File: src/ose_pkg.sv
// Shared types and constants for the ordered sequence engine.
`default_nettype none
package ose_pkg;
  localparam int unsigned DepthDefault = 256;
  localparam int unsigned ValueWidthDefault = 32;
  localparam int unsigned CapWidth = 9;
  localparam int unsigned QueueDepth = 2;

  typedef enum logic [2:0] {
    OP_INSERT_AT     = 3'd0,
    OP_INSERT_SORTED = 3'd1,
    OP_ERASE         = 3'd2,
    OP_REMOVE_ALL    = 3'd3,
    OP_GET           = 3'd4,
    OP_SET           = 3'd5,
    OP_FIND          = 3'd6,
    OP_NONE          = 3'd7
  } op_e;

  typedef struct packed {
    logic [2:0]  op;
    logic [8:0]  position;
    logic [31:0] item_value;
  } cmd_t;

  typedef struct packed {
    logic        success;
    logic [8:0]  result_index;
    logic [31:0] read_value;
    logic [8:0]  item_count;
    logic        is_empty;
  } rsp_t;

  // Decoded command handed from the front end to the executor.
  typedef struct packed {
    op_e         op;
    logic [8:0]  position;
    logic [31:0] item_value;
  } job_t;
endpackage
`default_nettype wire

File: src/ose_front.sv
// Front end: accepts commands, decodes them and queues them for the executor.
`default_nettype none
module ose_front (
  input  wire logic           clk_i,
  input  wire logic           rst_ni,
  input  wire ose_pkg::cmd_t  cmd_i,
  input  wire logic           cmd_valid_i,
  output logic                cmd_ready_o,
  output ose_pkg::job_t       job_o,
  output logic                job_valid_o,
  input  wire logic           job_ready_i
);
  import ose_pkg::*;

  job_t       q_mem [QueueDepth];
  logic       wp_q, rp_q;
  logic [1:0] cnt_q;
  logic       push, pop;
  job_t       dec;

  // Every 3-bit code is a member of op_e, so the code maps straight across.
  always_comb begin
    dec.position   = cmd_i.position;
    dec.item_value = cmd_i.item_value;
    dec.op         = op_e'(cmd_i.op);
  end

  assign cmd_ready_o = (cnt_q != 2'(QueueDepth));
  assign push        = cmd_valid_i && cmd_ready_o;
  assign job_valid_o = (cnt_q != 2'd0);
  assign pop         = job_valid_o && job_ready_i;
  assign job_o       = q_mem[rp_q];

  always_ff @(posedge clk_i) begin
    if (push) begin
      q_mem[wp_q] <= dec;
    end
  end

  always_ff @(posedge clk_i or negedge rst_ni) begin
    if (!rst_ni) begin
      wp_q  <= 1'b0;
      rp_q  <= 1'b0;
      cnt_q <= 2'd0;
    end else begin
      if (push) wp_q <= ~wp_q;
      if (pop)  rp_q <= ~rp_q;
      cnt_q <= cnt_q + 2'(push) - 2'(pop);
    end
  end

  assert property (@(posedge clk_i) disable iff (!rst_ni)
    cnt_q <= 2'(QueueDepth))
    else $error("queue count overflow");
  assert property (@(posedge clk_i) disable iff (!rst_ni)
    (push && !pop) |=> cnt_q == $past(cnt_q) + 2'd1)
    else $error("queue count did not grow on push");
  assert property (@(posedge clk_i) disable iff (!rst_ni)
    (cnt_q == 2'd0) |-> !pop)
    else $error("pop from empty queue");
endmodule
`default_nettype wire

File: config.mk
export PLATFORM = sky130hd
export DESIGN_NAME = ose_front
export DESIGN_NICKNAME = d
export VERILOG_FILES = /design/src/ose_pkg.sv /design/src/ose_front.sv
export SDC_FILE = /design/constraint.sdc
export NUM_CORES = 1
export LEC_CHECK = 0
export BUFFER_PORTS_ARGS = -buffer_cell sky130_fd_sc_hd__buf_2
export CORE_ASPECT_RATIO = 0.9
export CORE_MARGIN = 2
export CORE_UTILIZATION = 49
export DETAILED_ROUTE_END_ITERATION = 10
export PLACE_DENSITY = 0.8
export REMOVE_ABC_BUFFERS = 1
export SYNTH_ARGS = -nofsm -noshare
export SYNTH_HDL_FRONTEND = slang
export SYNTH_SLANG_ARGS = --single-unit
export TNS_END_PERCENT = 5
File: constraint.sdc
create_clock -name clk_i -period 5.1 [get_ports clk_i]
set_clock_uncertainty 0.1 [all_clocks]
set_input_delay 0.51 -clock clk_i [delete_from_list [all_inputs] [get_ports clk_i]]
set_output_delay 0.51 -clock clk_i [all_outputs]
set_load 0.02 [all_outputs]
==> impl_table.tex <==
\begin{tabular}{lr}
\hline
Metric & Value \\
\hline
\multicolumn{2}{l}{\textbf{Detailed routing}} \\
\quad Drt pass-1 iters & 4 \\
\quad DRC violation count after routing & 0 \\
\quad Detailed-route wire length per cell & approximately 16 um \\
\quad Vias after detailed routing & about 1.7k \\
\quad Drt via density & a little under 5 \\
\quad Routed WL & between 5000 and 6000 um \\
\quad Number of antenna-violating nets in the routed design & 0 \\
\quad Starting DRT DRC Count & 108 \\
\multicolumn{2}{l}{\textbf{Layout}} \\
\quad Final layout net count & 306 \\
\quad Proportion of layout cells with a drive suffix above 1 & approximately 60\% \\
\quad Count of filler cells inserted in the layout & between 500 and 600 \\
\quad Area added between synthesis and finish & 21.2\% \\
\quad Antenna cell count & 0 \\
\quad Fin area & approximately 0.0043 mm\^{}2 \\
\multicolumn{2}{l}{\textbf{Power and ir drop}} \\
\quad Maximum vdd drop & around 0.00042 V \\
\quad Internal portion of total power & 1.68 mW \\
\quad NetSw & about 0.8 mW \\
\quad Combinational power share & a little under two fifths \\
\quad Clock group share of total power & between 10\% and 20\% \\
\quad Static power due to leakage & roughly 1.7 nW \\
\quad Share of total power in sequential cells & between 40\% and 50\% \\
\quad Sw Share & between 30\% and 40\% \\
\quad Pwr Density & 582 mW/mm\^{}2 \\
\multicolumn{2}{l}{\textbf{Worst setup path}} \\
\quad Register-to-Register Path Depth & 2 \\
\quad Cell with the largest stage delay on the worst path & sky130\_fd\_sc\_hd\_\_buf\_4 \\
\quad Destination of the worst register-to-register timing path & q\_mem[1][8] \\
\quad Required time of the worst setup path & between 4 and 5 ns \\
\quad Class of the most critical setup path & register to output pin \\
\quad Critical Path Sink Type & output pin \\
\quad Cells traversed along the worst timing path & buf\_4 -> mux2\_2 -> buf\_2 \\
\quad Crit-path leading delay family & buffers and inverters \\
\quad Endpoint arrival time on the critical path & about 2.1 ns \\
\quad Reg2reg start & cnt\_q[1] \\
\quad R2R setup slack & approximately 3.1 ns \\
\quad Highest fanout seen on the critical path & 36 \\
\quad Nature of the critical path startpoint & register \\
\quad CP bufs+invs & 2 \\
\quad Max incr delay on CP & roughly 0.60 ns \\
\multicolumn{2}{l}{\textbf{STA}} \\
\quad Share of the cycle needed by the critical path after routing & 52.8\% \\
\quad Highest Clock Rate & 0.372 GHz \\
\quad Pin slew with the least headroom to its limit & around 1.1 ns \\
\quad Final hold viol count & 0 \\
\quad Final-layout setup total negative slack & 0 ns \\
\quad Setup Viol. Count Final & 0 \\
\quad RSZ-0062 raised after global routing & no \\
\quad Max-slew violation total from the final report & 0 \\
\quad Worst slew slack as a fraction of its limit & around 30\% \\
\quad Shortest clock period the worst path allows after layout & between 2 and 3 ns \\
\multicolumn{2}{l}{\textbf{Synth}} \\
\quad Netlist area before placement & 0.00354 mm\^{}2 \\
\quad Post-synthesis sequential element count & between 90 and 100 \\
\quad Unique masters post-synth & 15 \\
\quad Synth Area per Inst & 23.0 um\^{}2 \\
\quad Number of cells produced by synthesis & 154 \\
\quad Synthesis Warnings & 0 \\
\quad Sequential area share after synthesis & approximately 77\% \\
\multicolumn{2}{l}{\textbf{Clock tree}} \\
\quad Number of clock sinks & between 90 and 100 \\
\quad Total clock buffers created by CTS & 9 \\
\quad Root buf cell & sky130\_fd\_sc\_hd\_\_clkbuf\_8 \\
\quad Maximum clock insertion buffer count & 2 \\
\quad Clock transition time at the flip-flop clock pins of the worst setup and hold paths & about 0.09 ns \\
\quad CTS H-tree depth & 3 \\
\quad Latest clock arrival within the worst-skew pair & about 0.35 ns \\
\quad TritonCTS clock tree & built \\
\multicolumn{2}{l}{\textbf{Floorplan}} \\
\quad Die X-Extent & just over 90 um \\
\quad Die outline area & around 0.0079 mm\^{}2 \\
\quad Initial core utilization & 50.3\% \\
\quad Die extent in y & 84.6 um \\
\quad Number of rows in the core area & 29 \\
\quad Standard cell core area & approximately 0.0070 mm\^{}2 \\
\quad Number of top-level design ports & 94 \\
\multicolumn{2}{l}{\textbf{Worst hold path}} \\
\quad Worst min-delay path class & input port to register \\
\quad Origin of the worst min-delay path & cmd\_i[23] \\
\quad End point of the most critical hold path & q\_mem[0][23] \\
\quad Hold Path Depth & 1 \\
\multicolumn{2}{l}{\textbf{Place}} \\
\quad Final weighted congestion in routability-driven placement & 0.687 \\
\quad Dpl cell area & between 0.004 and 0.005 mm\^{}2 \\
\quad Number of port buffers & 93 \\
\quad Detailed placer's ending HPWL & 3590 um \\
\multicolumn{2}{l}{\textbf{GRT}} \\
\quad Pin count of the biggest net entering global routing & between 40 and 50 \\
\quad Via count of the first global-routing pass & between 1.5k and 2k \\
\quad Overflow after GRT & 0 \\
\quad Number of antenna violations at the first check in global routing & 0 \\
\quad Overall fraction of global-route tracks in use & between 10\% and 20\% \\
\quad First-pass GRT wire length & 8660 um \\
\multicolumn{2}{l}{\textbf{Job}} \\
\quad Max cap viols & 0 \\
\multicolumn{2}{l}{\textbf{Outcome}} \\
\quad Status & finished, final reports clean \\
\hline
\end{tabular}
-- sequential cells by signal (all words and copies together) (netlist names) --
signal,count
q_mem,88
rp_q,1
cnt_q,2
wp_q,1
-- per-layer routing --
metal	global-route usage [%]	part of all wire (%)	up-vias
li1	-	-	801
met1	18.3	42	818
met2	23.3	47	81
met3	4.94	9.6	9
met4	7.91	1.7	0
met5	0	0	-
-- power groups by stage --
stage / clock (mW) / combinational [mW] / sequential, mW
after floorplan: 0 / 0.649 / 1.16
after CTS: 0.484 / 0.945 / 1.10
after global routing: 0.514 / 0.994 / 1.12
after detailed placement: 0 / 0.942 / 1.12
final: 0.470 / 0.928 / 1.10
after global placement: 0 / 0.930 / 1.11
-- cell usage in the layout (no fill, tap or decap) --
cell	Yosys	routed
sky130_fd_sc_hd__and2_4	1	1
sky130_fd_sc_hd__and3_2	0	1
sky130_fd_sc_hd__buf_2	0	93
sky130_fd_sc_hd__buf_4	0	2
sky130_fd_sc_hd__bufinv_16	0	1
sky130_fd_sc_hd__clkbuf_8	0	9
sky130_fd_sc_hd__clkinv_1	0	2
sky130_fd_sc_hd__clkinv_2	0	1
sky130_fd_sc_hd__clkinvlp_4	0	2
sky130_fd_sc_hd__dfrtp_1	4	3
sky130_fd_sc_hd__dfrtp_2	0	1
sky130_fd_sc_hd__dlygate4sd3_1	0	1
sky130_fd_sc_hd__edfxtp_1	88	88
sky130_fd_sc_hd__ha_1	2	2
sky130_fd_sc_hd__inv_1	1	1
sky130_fd_sc_hd__inv_6	0	1
sky130_fd_sc_hd__mux2_2	5	5
sky130_fd_sc_hd__mux2_4	39	39
sky130_fd_sc_hd__nand2_1	1	1
sky130_fd_sc_hd__nand2b_1	1	1
sky130_fd_sc_hd__nor2_4	0	1
sky130_fd_sc_hd__or2_1	1	1
sky130_fd_sc_hd__xnor2_1	3	3
sky130_fd_sc_hd__xor2_1	1	1
-- layout make-up --
| class | instances | area (um^2) | area share [%] |
|---|---|---|---|
| Sequential cell | 92 | 2740 | 64.0 |
| Multi-Input combinational cell | 56 | 746 | 17.4 |
| Timing Repair Buffer | 96 | 490 | 11.4 |
| Clock buffer | 9 | 124 | 2.89 |
| Tap cell | 93 | 116 | 2.71 |
| Clock inverter | 7 | 66.3 | 1.55 |
| Inverter | 1 | 3.75 | 0.0875 |
-- cell families (layout without fill, tap and decap cells) --
kind of cell | after synthesis | count (layout) | share of synthesized area, %
flops | 92 | 92 | 77.5
mux | 44 | 44 | 18.1
simple gates | 6 | 6 | 0.990
buf+inv | 6 | 113 | 1.70
xor+xnor | 4 | 4 | 0.990
fa+ha+maj | 2 | 2 | 0.707
-- Yosys cell counts --
library cell	count	share of area, %
sky130_fd_sc_hd__or2_1	1	0.18
sky130_fd_sc_hd__ha_1	2	0.71
sky130_fd_sc_hd__and3_1	1	0.18
sky130_fd_sc_hd__buf_6	5	1.6
sky130_fd_sc_hd__inv_1	1	0.11
sky130_fd_sc_hd__xnor2_1	3	0.74
sky130_fd_sc_hd__xor2_1	1	0.25
sky130_fd_sc_hd__nand2_1	1	0.11
sky130_fd_sc_hd__mux2_2	5	1.6
sky130_fd_sc_hd__edfxtp_1	88	75
sky130_fd_sc_hd__nor2_1	1	0.11
sky130_fd_sc_hd__dfrtp_1	4	2.8
sky130_fd_sc_hd__and2_4	1	0.25
sky130_fd_sc_hd__nand2b_1	1	0.18
sky130_fd_sc_hd__mux2_4	39	17
-- worst max-delay path by stage --
stage               startpoint     endpoint  slack (ns)  cells past startpoint
floorplan             cnt_q[1]  q_mem[0][0]        1.95                      3
global placement          rp_q     job_o[2]        2.81                      3
detailed placement        rp_q     job_o[2]        2.77                      3
CTS                       rp_q     job_o[2]        2.37                      3
global route              rp_q     job_o[2]        2.31                      3
finish                    rp_q     job_o[2]        2.41                      3
-- worst reg2reg max path: cells and delay by family (launching register included) --
kind / cells / cell delay [ns]
and+or+nand+nor: 2 / 1.03
DFF: 1 / 0.41
-- through the flow --
step | setup WS [ns] | instances | utilization (%) | hold slack (ns) | power [mW]
2_1_floorplan | 1.95 | 149 | - | 0.114 | 1.81
3_3_place_gp | 2.81 | 337 | 58.1 | 0.222 | 2.04
3_5_place_dp | 2.77 | 337 | 58.1 | 0.228 | 2.06
4_1_cts | 2.37 | 354 | 60.9 | 0.218 | 2.53
5_1_grt | 2.31 | 354 | 60.9 | 0.225 | 2.63
6_report | 2.41 | 354 | 60.9 | 0.241 | 2.50
-- repair_timing --
item	CTS	global route
setup buffers	0	0
hold endpoints to repair	4	0
hold buffers	1	0
gates resized for setup	0	0
Power figures use the tool's default switching activity.
